==> config.mk <==
export PLATFORM = sky130hd
export DESIGN_NAME = datagram_header_parser_loss_counter_flat
export DESIGN_NICKNAME = d
export VERILOG_FILES = /design/src/hdl/dhp_pkg.sv /design/src/hdl/dhp_in_if.sv /design/src/hdl/dhp_out_if.sv /design/src/hdl/dhp_front.sv /design/src/hdl/dhp_queue.sv /design/src/hdl/dhp_back.sv /design/src/hdl/datagram_header_parser_loss_counter.sv /design/src/flat_wrapper.sv
export VERILOG_INCLUDE_DIRS = /design/src /design/src/hdl
export SDC_FILE = /design/constraint.sdc
export NUM_CORES = 1
export LEC_CHECK = 0
export BUFFER_PORTS_ARGS = -buffer_cell sky130_fd_sc_hd__buf_2
export CAP_MARGIN = 25
export CELL_PAD_IN_SITES_DETAIL_PLACEMENT = 0
export CELL_PAD_IN_SITES_GLOBAL_PLACEMENT = 1
export CORE_UTILIZATION = 35
export CTS_BUF_LIST = sky130_fd_sc_hd__clkbuf_8
export CTS_CLUSTER_DIAMETER = 40
export DETAILED_ROUTE_END_ITERATION = 7
export PLACE_DENSITY_LB_ADDON = 0.1
export SYNTH_ARGS = -nofsm -noshare
export SYNTH_HDL_FRONTEND = slang
export SYNTH_SLANG_ARGS = --single-unit
==> constraint.sdc <==
create_clock -name clk -period 8.7 [get_ports clk]
set_clock_uncertainty 0.05 [all_clocks]
set_input_delay 1.305 -clock clk [delete_from_list [all_inputs] [get_ports clk]]
set_output_delay 1.305 -clock clk [all_outputs]
set_load 0.02 [all_outputs]
==> src/hdl/datagram_header_parser_loss_counter_macros.svh <==
// assertion macros shared by the datagram header parser files
`ifndef DATAGRAM_HEADER_PARSER_LOSS_COUNTER_MACROS_SVH
`define DATAGRAM_HEADER_PARSER_LOSS_COUNTER_MACROS_SVH

`ifndef NO_ASSERTIONS
// same-cycle implication, disabled during reset
`define DHP_ASSERT_IMP(label, clk, rst_n, ante, cons, msg) \
    label: assert property (@(posedge clk) disable iff (!rst_n) (ante) |-> (cons)) \
        else $error(msg);
// next-cycle implication, disabled during reset
`define DHP_ASSERT_NXT(label, clk, rst_n, ante, cons, msg) \
    label: assert property (@(posedge clk) disable iff (!rst_n) (ante) |=> (cons)) \
        else $error(msg);
`else
`define DHP_ASSERT_IMP(label, clk, rst_n, ante, cons, msg)
`define DHP_ASSERT_NXT(label, clk, rst_n, ante, cons, msg)
`endif

`endif

==> src/hdl/dhp_pkg.sv <==
// shared types and constants of the datagram header parser
`timescale 1ns / 1ps

package dhp_pkg;

    // verdict codes
    localparam logic [1:0] VERDICT_ACCEPTED  = 2'd0;
    localparam logic [1:0] VERDICT_SHORT     = 2'd1;
    localparam logic [1:0] VERDICT_BAD_MAGIC = 2'd2;
    localparam logic [1:0] VERDICT_TRUNCATED = 2'd3;

    // configuration register indexes
    localparam int CFG_IDX_W = 1;
    localparam logic [CFG_IDX_W-1:0] CFG_EXPECTED_MAGIC = 1'b0;
    localparam logic [CFG_IDX_W-1:0] CFG_RAW_PCM_CODE   = 1'b1;
    localparam int CFG_DATA_W = 32;

    // header layout, byte offsets within the datagram
    localparam int OFF_MAGIC    = 0;
    localparam int OFF_CODEC    = 4;
    localparam int OFF_RATE     = 5;
    localparam int OFF_CHANNELS = 8;
    localparam int OFF_LENGTH   = 9;
    localparam int HEADER_BYTES = 11;
    localparam int OFF_SEQUENCE = 11;
    localparam int SEQUENCE_END = 13;
    localparam int MIN_SEQ_LENGTH = 2;

    // one queued request from front to back
    typedef struct packed {
        logic        is_restart;
        logic [1:0]  verdict;
        logic [7:0]  codec;
        logic [23:0] rate;
        logic [7:0]  channels;
        logic [15:0] length;
        logic [15:0] sequence_no;
        logic        track;
    } dhp_entry_t;

    // queue status seen by front and back
    typedef struct packed {
        logic empty;
        logic full;
    } dhp_q_status_t;

endpackage

==> src/hdl/dhp_in_if.sv <==
// input channel: one datagram byte or restart command per request
`timescale 1ns / 1ps

interface dhp_in_if;
    logic       valid;
    logic       ready;
    logic       command;
    logic [7:0] data_byte;
    logic       last_byte;

    modport source (output valid, output command, output data_byte, output last_byte,
                    input ready);
    modport sink   (input valid, input command, input data_byte, input last_byte,
                    output ready);
endinterface

==> src/hdl/dhp_out_if.sv <==
// output channel: one verdict and header summary per datagram
`timescale 1ns / 1ps

interface dhp_out_if;
    logic        valid;
    logic        ready;
    logic [1:0]  verdict;
    logic [7:0]  codec_id;
    logic [23:0] sample_rate;
    logic [7:0]  channel_count;
    logic [15:0] payload_length;
    logic [31:0] lost_packets;

    modport source (output valid, output verdict, output codec_id, output sample_rate,
                    output channel_count, output payload_length, output lost_packets,
                    input ready);
    modport sink   (input valid, input verdict, input codec_id, input sample_rate,
                    input channel_count, input payload_length, input lost_packets,
                    output ready);
endinterface

==> src/hdl/dhp_front.sv <==
// front end: byte capture, header fields and verdict per datagram
`timescale 1ns / 1ps
`include "datagram_header_parser_loss_counter_macros.svh"

module dhp_front
    import dhp_pkg::*;
#(
    parameter int MAX_DATAGRAM = 1600
)
(
    input  logic                 clk,
    input  logic                 rst_n,
    input  logic                 cfg_we,
    input  logic [CFG_IDX_W-1:0] cfg_index,
    input  logic [CFG_DATA_W-1:0] cfg_data,
    dhp_in_if.sink               in_ch,
    input  dhp_q_status_t        q_status,
    output logic                 push,
    output dhp_entry_t           push_entry
);

    localparam int CNT_W = $clog2(MAX_DATAGRAM + 1);

    logic [31:0]      expected_magic_reg;
    logic [7:0]       raw_pcm_code_reg;
    logic [CNT_W-1:0] byte_count_reg, byte_count_next;
    logic [31:0]      magic_reg, magic_next;
    logic [7:0]       codec_reg, codec_next;
    logic [23:0]      rate_reg, rate_next;
    logic [7:0]       channels_reg, channels_next;
    logic [15:0]      length_reg, length_next;
    logic [15:0]      seq_reg, seq_next;

    logic             accept;
    logic             take_byte;
    logic [CNT_W-1:0] pos;
    logic [CNT_W-1:0] rel_rate, rel_length, rel_seq;
    logic [CNT_W-1:0] count_after;
    logic [16:0]      needed;
    logic [1:0]       verdict;

    assign in_ch.ready = !q_status.full;
    assign accept      = in_ch.valid && in_ch.ready;
    assign pos         = byte_count_reg;
    assign take_byte   = accept && !in_ch.command && (byte_count_reg < CNT_W'(MAX_DATAGRAM));
    assign rel_rate    = pos - CNT_W'(OFF_RATE);
    assign rel_length  = pos - CNT_W'(OFF_LENGTH);
    assign rel_seq     = pos - CNT_W'(OFF_SEQUENCE);

    // configuration registers
    always_ff @(posedge clk or negedge rst_n)
    begin
        if (!rst_n)
        begin
            expected_magic_reg <= '0;
            raw_pcm_code_reg   <= '0;
        end
        else if (cfg_we)
        begin
            case (cfg_index)
                CFG_EXPECTED_MAGIC: expected_magic_reg <= cfg_data;
                CFG_RAW_PCM_CODE:   raw_pcm_code_reg   <= cfg_data[7:0];
                default:            ;
            endcase
        end
    end

    // merge the current byte into the header fields
    always_comb
    begin
        magic_next    = magic_reg;
        codec_next    = codec_reg;
        rate_next     = rate_reg;
        channels_next = channels_reg;
        length_next   = length_reg;
        seq_next      = seq_reg;
        if (take_byte)
        begin
            case (pos) inside
                [OFF_MAGIC:OFF_CODEC-1]:       magic_next[8*pos[1:0] +: 8] = in_ch.data_byte;
                OFF_CODEC:                     codec_next = in_ch.data_byte;
                [OFF_RATE:OFF_CHANNELS-1]:     rate_next[8*rel_rate[1:0] +: 8] = in_ch.data_byte;
                OFF_CHANNELS:                  channels_next = in_ch.data_byte;
                [OFF_LENGTH:HEADER_BYTES-1]:   length_next[8*rel_length[0] +: 8] = in_ch.data_byte;
                [OFF_SEQUENCE:SEQUENCE_END-1]: seq_next[8*rel_seq[0] +: 8] = in_ch.data_byte;
                default:                       ;
            endcase
        end
    end

    // verdict from the fields as they stand after this byte
    assign count_after = byte_count_reg + CNT_W'(take_byte);
    assign needed      = 17'(HEADER_BYTES) + {1'b0, length_next};

    always_comb
    begin
        if (count_after < CNT_W'(HEADER_BYTES))
            verdict = VERDICT_SHORT;
        else if (magic_next != expected_magic_reg)
            verdict = VERDICT_BAD_MAGIC;
        else if (needed > 17'(count_after))
            verdict = VERDICT_TRUNCATED;
        else
            verdict = VERDICT_ACCEPTED;
    end

    // queue request: restart command or end of datagram
    assign push = accept && (in_ch.command || in_ch.last_byte);

    always_comb
    begin
        push_entry.is_restart  = in_ch.command;
        push_entry.verdict     = verdict;
        push_entry.codec       = codec_next;
        push_entry.rate        = rate_next;
        push_entry.channels    = channels_next;
        push_entry.length      = length_next;
        push_entry.sequence_no = seq_next;
        push_entry.track       = !in_ch.command && (verdict == VERDICT_ACCEPTED)
                                 && (codec_next == raw_pcm_code_reg)
                                 && (length_next >= 16'(MIN_SEQ_LENGTH));
    end

    // per-datagram capture, cleared when the datagram ends
    assign byte_count_next = count_after;

    always_ff @(posedge clk or negedge rst_n)
    begin
        if (!rst_n)
        begin
            byte_count_reg <= '0;
            magic_reg      <= '0;
            codec_reg      <= '0;
            rate_reg       <= '0;
            channels_reg   <= '0;
            length_reg     <= '0;
            seq_reg        <= '0;
        end
        else if (accept && !in_ch.command)
        begin
            if (in_ch.last_byte)
            begin
                byte_count_reg <= '0;
                magic_reg      <= '0;
                codec_reg      <= '0;
                rate_reg       <= '0;
                channels_reg   <= '0;
                length_reg     <= '0;
                seq_reg        <= '0;
            end
            else
            begin
                byte_count_reg <= byte_count_next;
                magic_reg      <= magic_next;
                codec_reg      <= codec_next;
                rate_reg       <= rate_next;
                channels_reg   <= channels_next;
                length_reg     <= length_next;
                seq_reg        <= seq_next;
            end
        end
    end

    `DHP_ASSERT_NXT(a_count_clears, clk, rst_n, accept && !in_ch.command && in_ch.last_byte, byte_count_reg == '0, "byte count not cleared after last byte")
    `DHP_ASSERT_IMP(a_count_bound, clk, rst_n, 1'b1, byte_count_reg <= CNT_W'(MAX_DATAGRAM), "byte count beyond datagram limit")

endmodule

==> src/hdl/dhp_queue.sv <==
// short fifo of classified requests between front and back
`timescale 1ns / 1ps
`include "datagram_header_parser_loss_counter_macros.svh"

module dhp_queue
    import dhp_pkg::*;
#(
    parameter int DEPTH = 2
)
(
    input  logic          clk,
    input  logic          rst_n,
    input  logic          push,
    input  dhp_entry_t    push_entry,
    input  logic          pop,
    output dhp_entry_t    head_entry,
    output dhp_q_status_t status
);

    localparam int PTR_W = $clog2(DEPTH);
    localparam int CNT_W = $clog2(DEPTH + 1);

    dhp_entry_t       slots [DEPTH];
    logic [PTR_W-1:0] wr_ptr_reg, rd_ptr_reg;
    logic [CNT_W-1:0] count_reg;
    logic             do_push, do_pop;

    assign status.empty = (count_reg == '0);
    assign status.full  = (count_reg == CNT_W'(DEPTH));
    assign do_push      = push && !status.full;
    assign do_pop       = pop && !status.empty;
    assign head_entry   = slots[rd_ptr_reg];

    // storage
    always_ff @(posedge clk)
    begin
        if (do_push)
            slots[wr_ptr_reg] <= push_entry;
    end

    // pointers and fill count
    always_ff @(posedge clk or negedge rst_n)
    begin
        if (!rst_n)
        begin
            wr_ptr_reg <= '0;
            rd_ptr_reg <= '0;
            count_reg  <= '0;
        end
        else
        begin
            if (do_push)
                wr_ptr_reg <= (wr_ptr_reg == PTR_W'(DEPTH - 1)) ? '0 : wr_ptr_reg + 1'b1;
            if (do_pop)
                rd_ptr_reg <= (rd_ptr_reg == PTR_W'(DEPTH - 1)) ? '0 : rd_ptr_reg + 1'b1;
            if (do_push && !do_pop)
                count_reg <= count_reg + 1'b1;
            else if (do_pop && !do_push)
                count_reg <= count_reg - 1'b1;
        end
    end

    `DHP_ASSERT_IMP(a_no_overflow, clk, rst_n, push, !status.full, "push into full queue")
    `DHP_ASSERT_IMP(a_no_underflow, clk, rst_n, pop, !status.empty, "pop from empty queue")

endmodule

==> src/hdl/dhp_back.sv <==
// back end: sequence gap loss tracking and result register
`timescale 1ns / 1ps
`include "datagram_header_parser_loss_counter_macros.svh"

module dhp_back
    import dhp_pkg::*;
(
    input  logic          clk,
    input  logic          rst_n,
    input  dhp_entry_t    head_entry,
    input  dhp_q_status_t q_status,
    output logic          pop,
    dhp_out_if.source     out_ch
);

    logic        out_valid_reg;
    logic [1:0]  verdict_reg;
    logic [7:0]  codec_reg;
    logic [23:0] rate_reg;
    logic [7:0]  channels_reg;
    logic [15:0] length_reg;
    logic [31:0] lost_reg;

    logic        seen_reg, seen_next;
    logic [15:0] prev_seq_reg, prev_seq_next;
    logic [31:0] loss_total_reg, loss_total_next;
    logic [15:0] gap;
    logic        out_free;
    logic        pop_datagram;

    // restart requests drain at once, datagrams need a free result slot
    assign out_free     = !out_valid_reg || out_ch.ready;
    assign pop          = !q_status.empty && (head_entry.is_restart || out_free);
    assign pop_datagram = pop && !head_entry.is_restart;

    // loss update for the datagram at the head
    assign gap = head_entry.sequence_no - prev_seq_reg;

    always_comb
    begin
        seen_next       = seen_reg;
        prev_seq_next   = prev_seq_reg;
        loss_total_next = loss_total_reg;
        if (pop && head_entry.is_restart)
            seen_next = 1'b0;
        else if (pop_datagram && head_entry.track)
        begin
            if (seen_reg && (gap > 16'd1))
                loss_total_next = loss_total_reg + 32'(gap - 16'd1);
            prev_seq_next = head_entry.sequence_no;
            seen_next     = 1'b1;
        end
    end

    always_ff @(posedge clk or negedge rst_n)
    begin
        if (!rst_n)
        begin
            seen_reg       <= 1'b0;
            prev_seq_reg   <= '0;
            loss_total_reg <= '0;
        end
        else
        begin
            seen_reg       <= seen_next;
            prev_seq_reg   <= prev_seq_next;
            loss_total_reg <= loss_total_next;
        end
    end

    // result register
    always_ff @(posedge clk or negedge rst_n)
    begin
        if (!rst_n)
            out_valid_reg <= 1'b0;
        else if (pop_datagram)
            out_valid_reg <= 1'b1;
        else if (out_ch.ready)
            out_valid_reg <= 1'b0;
    end

    always_ff @(posedge clk)
    begin
        if (pop_datagram)
        begin
            verdict_reg  <= head_entry.verdict;
            codec_reg    <= head_entry.codec;
            rate_reg     <= head_entry.rate;
            channels_reg <= head_entry.channels;
            length_reg   <= head_entry.length;
            lost_reg     <= loss_total_next;
        end
    end

    assign out_ch.valid          = out_valid_reg;
    assign out_ch.verdict        = verdict_reg;
    assign out_ch.codec_id       = codec_reg;
    assign out_ch.sample_rate    = rate_reg;
    assign out_ch.channel_count  = channels_reg;
    assign out_ch.payload_length = length_reg;
    assign out_ch.lost_packets   = lost_reg;

    `DHP_ASSERT_NXT(a_loss_hold, clk, rst_n, !(pop_datagram && head_entry.track), $stable(loss_total_reg), "loss total moved without a tracked datagram")
    `DHP_ASSERT_NXT(a_restart_clears, clk, rst_n, pop && head_entry.is_restart, !seen_reg, "restart did not clear sequence seen")

endmodule

==> src/hdl/datagram_header_parser_loss_counter.sv <==
// top level of the datagram header parser with sequence loss counter
//
// in_ch carries one request per cycle while the queue has room: a datagram
// byte (command 0, last_byte marks the final byte) or a restart (command 1)
// that clears the sequence-seen flag. Bytes past MAX_DATAGRAM are dropped
// but a last_byte mark on them still ends the datagram.
// out_ch carries one result per datagram: verdict, header fields and the
// running lost-packet count. Restarts and non-final bytes give no result.
// Throughput is one request per cycle while the queue has room; the front
// classifies each byte combinationally and the back retires one queued
// request per cycle, holding a datagram until the result register is free.
// The final byte's result passes the request queue, then the result register.
// The configuration port (cfg_we, cfg_index, cfg_data) writes the expected
// magic word and the raw PCM codec code; write it only while idle.
// When out_ch stalls, results wait in the register and the queue fills;
// in_ch.ready drops only once the queue is full.
// Reset clears the captures, the loss state, the queue and both registers.
`timescale 1ns / 1ps

module datagram_header_parser_loss_counter
    import dhp_pkg::*;
#(
    parameter int MAX_DATAGRAM = 1600,
    parameter int QUEUE_DEPTH  = 2
)
(
    input  logic                  clk,
    input  logic                  rst_n,
    input  logic                  cfg_we,
    input  logic [CFG_IDX_W-1:0]  cfg_index,
    input  logic [CFG_DATA_W-1:0] cfg_data,
    dhp_in_if.sink                in_ch,
    dhp_out_if.source             out_ch
);

    logic          push, pop;
    dhp_entry_t    push_entry, head_entry;
    dhp_q_status_t q_status;

    dhp_front #(
        .MAX_DATAGRAM (MAX_DATAGRAM)
    ) u_front (
        .clk        (clk),
        .rst_n      (rst_n),
        .cfg_we     (cfg_we),
        .cfg_index  (cfg_index),
        .cfg_data   (cfg_data),
        .in_ch      (in_ch),
        .q_status   (q_status),
        .push       (push),
        .push_entry (push_entry)
    );

    dhp_queue #(
        .DEPTH (QUEUE_DEPTH)
    ) u_queue (
        .clk        (clk),
        .rst_n      (rst_n),
        .push       (push),
        .push_entry (push_entry),
        .pop        (pop),
        .head_entry (head_entry),
        .status     (q_status)
    );

    dhp_back u_back (
        .clk        (clk),
        .rst_n      (rst_n),
        .head_entry (head_entry),
        .q_status   (q_status),
        .pop        (pop),
        .out_ch     (out_ch)
    );

endmodule

==> src/flat_wrapper.sv <==
// flat-port wrapper written by rule: the top's interface ports become plain ports
module datagram_header_parser_loss_counter_flat import dhp_pkg::*;
#(
    parameter int MAX_DATAGRAM = 1600,
    parameter int QUEUE_DEPTH  = 2
)
  (clk, rst_n, cfg_we, cfg_index, cfg_data, in_ch_valid, in_ch_command, in_ch_data_byte, in_ch_last_byte, in_ch_ready, out_ch_valid, out_ch_verdict, out_ch_codec_id, out_ch_sample_rate, out_ch_channel_count, out_ch_payload_length, out_ch_lost_packets, out_ch_ready);
  dhp_in_if in_ch_i ();
  dhp_out_if out_ch_i ();
  input  logic clk;
  input  logic rst_n;
  input  logic cfg_we;
  input  logic [CFG_IDX_W-1:0] cfg_index;
  input  logic [CFG_DATA_W-1:0] cfg_data;
  input wire logic [$bits(in_ch_i.valid)-1:0] in_ch_valid;
  input wire logic [$bits(in_ch_i.command)-1:0] in_ch_command;
  input wire logic [$bits(in_ch_i.data_byte)-1:0] in_ch_data_byte;
  input wire logic [$bits(in_ch_i.last_byte)-1:0] in_ch_last_byte;
  output wire logic [$bits(in_ch_i.ready)-1:0] in_ch_ready;
  output wire logic [$bits(out_ch_i.valid)-1:0] out_ch_valid;
  output wire logic [$bits(out_ch_i.verdict)-1:0] out_ch_verdict;
  output wire logic [$bits(out_ch_i.codec_id)-1:0] out_ch_codec_id;
  output wire logic [$bits(out_ch_i.sample_rate)-1:0] out_ch_sample_rate;
  output wire logic [$bits(out_ch_i.channel_count)-1:0] out_ch_channel_count;
  output wire logic [$bits(out_ch_i.payload_length)-1:0] out_ch_payload_length;
  output wire logic [$bits(out_ch_i.lost_packets)-1:0] out_ch_lost_packets;
  input wire logic [$bits(out_ch_i.ready)-1:0] out_ch_ready;
  assign in_ch_i.valid = in_ch_valid;
  assign in_ch_i.command = in_ch_command;
  assign in_ch_i.data_byte = in_ch_data_byte;
  assign in_ch_i.last_byte = in_ch_last_byte;
  assign in_ch_ready = in_ch_i.ready;
  assign out_ch_valid = out_ch_i.valid;
  assign out_ch_verdict = out_ch_i.verdict;
  assign out_ch_codec_id = out_ch_i.codec_id;
  assign out_ch_sample_rate = out_ch_i.sample_rate;
  assign out_ch_channel_count = out_ch_i.channel_count;
  assign out_ch_payload_length = out_ch_i.payload_length;
  assign out_ch_lost_packets = out_ch_i.lost_packets;
  assign out_ch_i.ready = out_ch_ready;
  datagram_header_parser_loss_counter #(.MAX_DATAGRAM(MAX_DATAGRAM), .QUEUE_DEPTH(QUEUE_DEPTH)) u_core (.clk(clk), .rst_n(rst_n), .cfg_we(cfg_we), .cfg_index(cfg_index), .cfg_data(cfg_data), .in_ch(in_ch_i), .out_ch(out_ch_i));
endmodule
==> flow_summary_export.csv <==
group,metric,value,unit
status,status,"finished clean",
floorplanning,start_util,35.5,%
drt,viasPerCell,5.16,
power_and_ir_drop,p_int,5.56,mW
power_and_ir_drop,ir_drop,0.130,mV
placed_design,dpl.cell_count,2703,
drt,ant_nets,0,
clock_tree,clock-sinks,451,
timing,rsz0062_at_grt,"false",
setup_path,critPathRequiredTime,9.12,ns
synthesis,syn_nets,1902,
setup_path,path_max_fanout,37,
final_layout,final_util,41.3,%
power_and_ir_drop,p_leak,10.4,nW
power_and_ir_drop,switching_share,38.9,%
timing,slew_violations,0,
drt,num_vias,14900,
timing,worst_pin_slew,0.988,ns
placed_design,dp_hpwl,36.8,mm
synthesis,yosysWarnings,0,
timing,fin_crit,6.87,ns
timing,fmax,146,MHz
setup_path,arrival,7.30,ns
timing,finalSetupViolations,0,
grt,grt_util_all_layers,17.9,%
synthesis,synth-edff-count,242,
drt,wl,56.6,mm
setup_path,path_class,"reg -> reg",
grt,grt_pass1_vias,14900,
flow_run,max_cap_viol_count,0,
setup_path,cp-start-kind,"flop",
synthesis,ys_ff_latch,451,
final_layout,syn2layout_area_growth,16.3,%
timing,setup_ws,1.83,ns
synthesis,synth_top_area_share,33.1,%
timing,tns,0,ns
drt,first_iter_violations,724,
floorplanning,fp-row-count,91,
clock_tree,insertion_delay,0.66,ns
drt,first_pass_iters,5,
final_layout,drive_gt1_share,24.2,%
timing,fin_crit_sh,79.0,%
synthesis,syn_area,0.0219,mm^2
timing,hold_viol,0,
final_layout,regMostFlops,"u_core.u_queue.slots",
grt,grt_first_pass_wirelength,87.3,mm
floorplanning,die_height,252,um
synthesis,yosysUniqueCellTypes,82,
synthesis,ys_seq_area_share,57.0,%
clock_tree,h-tree-depth,3,
floorplanning,die_area,0.0637,mm^2
placed_design,io_buffer_count,139,
drt,wire_per_inst,19.7,um
synthesis,synth-async-reset-ratio,46.3,%
power_and_ir_drop,p_seq_share,33.2,%
power_and_ir_drop,pwr-share-clk,24.9,%
synthesis,synth_flop_cell,"edfxtp_1",
placed_design,dp_slack,1.71,ns
final_layout,nets,2081,
floorplanning,io_pins,140,
grt,gr-total-overflow,0,
drt,drc,0,
synthesis,yosysMostFrequentCell,"edfxtp_1",
power_and_ir_drop,pwr-share-comb,41.9,%
synthesis,yosysTopAreaCell,"edfxtp_1",
clock_tree,cts_buffers,93,
timing,holdWs,0.429,ns
clock_tree,clockRootBuffer,"clkbuf_8",
worst_hold_path,min_path_type,"reg -> reg",
synthesis,synthCells,1782,
clock_tree,post_cts_resized,0,
power_and_ir_drop,powerDensity,356,mW/mm^2
final_layout,stdcell_count,2879,
grt,antenna_found_initial,1,
clock_tree,postCtsSetupRepairBufs,0,
floorplanning,die_x,252,um
grt,grt_max_degree,85,
setup_path,end_kind,"flop",
clock_tree,holdBufCountCts,0,
clock_tree,clock_path_buffers,3,
power_and_ir_drop,power.switching,3.54,mW
synthesis,avgSynthCellArea,12.3,um^2
synthesis,yosys-top-cells-area,"edfxtp_1 33%, dfrtp_1 24%, mux2_2 7.5%, ha_1 4.0%, nand2_1 3.0%",
final_layout,n_fill_cell,5916,
placed_design,gp_congestion,0.804,
clock_tree,clk_pin_slew,0.06,ns
final_layout,largest_reg_flops,152,
synthesis,synth_common_cells,"242 x edfxtp_1, 209 x dfrtp_1, 178 x nand2_1",
floorplanning,core-area,0.0618,mm^2
clock_tree,cts_tree,"yes",
timing,maxSlewHeadroom,34.1,%
==> routing by layer <==
metal / vias up / GRT usage [%] / part of all wire [%]
met5: - / 0 / 0
met1: 7335 / 24.0 / 46
met4: 0 / 6.48 / 2.2
li1: 7038 / - / -
met3: 89 / 3.20 / 4.8
met2: 407 / 28.9 / 47
==> worst paths after layout <==
kind / start / to / slack (ns) / cells past startpoint
worst max-delay path: u_core.u_queue.rd_ptr_reg / u_core.u_back.out_ch.lost_packets[31] / 1.83 / 21
worst min-delay path: u_core.u_front.length_reg[9] / u_core.u_front.length_reg[9] / 0.43 / 2
worst max register to register: u_core.u_queue.rd_ptr_reg / u_core.u_back.out_ch.lost_packets[31] / 1.83 / 21
worst min register to register: u_core.u_front.length_reg[9] / u_core.u_front.length_reg[9] / 0.43 / 2
max in group asynchronous: rst_n / u_core.u_queue.rd_ptr_reg / 6.33 / 2
min in group asynchronous: rst_n / u_core.u_back.loss_total_reg[1] / 0.69 / 1
==> per-stage QoR <==
step | power, mW | cell area (um^2)
floorplan | 5.88 | 21900
global placement | 6.88 | 23600
detailed placement | 6.90 | 23600
CTS | 9.25 | 25500
global route | 9.76 | 25500
finish | 9.10 | 25500
==> kinds of logic (layout without fill, tap and decap cells) <==
group,Yosys count,after routing,synth area share (%)
other,0,4,0
flip-flops,451,451,57.0
multiplexers,199,199,10.4
XOR/XNOR,90,90,3.63
AO/OA/AOI/OAI,412,412,13.0
adder cells (fa/ha/maj),72,72,4.17
buffers and inverters,141,397,2.60
AND/OR/NAND/NOR,417,417,9.26
==> cells in the final DEF (no fill, tap or decap), types with 9 or more instances in the layout <==
| master | Yosys | layout |
|---|---|---|
| o41ai_1 | 9 | 9 |
| nor2b_1 | 19 | 18 |
| clkbuf_8 | 0 | 102 |
| o2111ai_1 | 11 | 11 |
| nand3_1 | 21 | 20 |
| o21ai_0 | 112 | 112 |
| or3_1 | 11 | 11 |
| dfrtp_1 | 209 | 208 |
| clkinv_2 | 0 | 13 |
| mux2i_1 | 32 | 32 |
| nor4_1 | 19 | 19 |
| a21o_1 | 22 | 22 |
| a21oi_1 | 58 | 58 |
| xnor2_1 | 53 | 53 |
| nand4_1 | 14 | 14 |
| edfxtp_1 | 242 | 242 |
| nand2_1 | 178 | 178 |
| o21a_1 | 10 | 10 |
| nor3_1 | 22 | 20 |
| xor2_1 | 36 | 36 |
| a21boi_0 | 10 | 10 |
| a31oi_1 | 11 | 11 |
| nand2b_1 | 16 | 16 |
| mux2_4 | 21 | 21 |
| a211oi_1 | 14 | 14 |
| inv_1 | 62 | 93 |
| mux2_2 | 146 | 146 |
| a22o_1 | 61 | 61 |
| ha_1 | 70 | 70 |
| buf_4 | 1 | 22 |
| nor2_1 | 73 | 72 |
| o31ai_1 | 16 | 16 |
| buf_2 | 6 | 138 |
==> power by group through the flow <==
| stage | clock network (mW) | registers (mW) | logic [mW] |
|---|---|---|---|
| finish | 2.27 | 3.02 | 3.81 |
| global route | 2.46 | 3.07 | 4.24 |
| CTS | 2.35 | 3.03 | 3.87 |
| detailed placement | 0 | 3.06 | 3.84 |
| global placement | 0 | 3.06 | 3.82 |
| floorplan | 0 | 3.22 | 2.66 |
==> final cells by class <==
type / count / area, um^2 / share of cell area (%)
flip-flops and latches: 451 / 12500 / 49.0
multi-input cells: 1190 / 8900 / 34.9
clock buffers: 101 / 1390 / 5.45
well taps: 837 / 1050 / 4.10
repair buffers: 162 / 890 / 3.49
clock inverters: 71 / 543 / 2.13
inverters: 63 / 239 / 0.936
diodes: 4 / 10.0 / 0.0392
==> critical path, stage by stage, from the launching register on <==
cell and delay (ns):
dfrtp_4 0.79, mux2i_1 0.32, ha_1 0.20, inv_1 0.05
fa_1 0.44, a211oi_2 0.30, o21bai_1 0.12, a211oi_1 0.31
o211ai_1 0.19, a2111oi_4 0.42, nand2b_1 0.24, nor4_4 0.89
ha_1 0.36, o21ai_0 0.11, nor2_1 0.18, o221ai_1 0.16
a32oi_1 0.21, o2111ai_1 0.19, a21oi_1 0.28, nor2_1 0.10
or4b_2 0.62, o2111ai_1 0.14
Power figures use the tool's default switching activity.
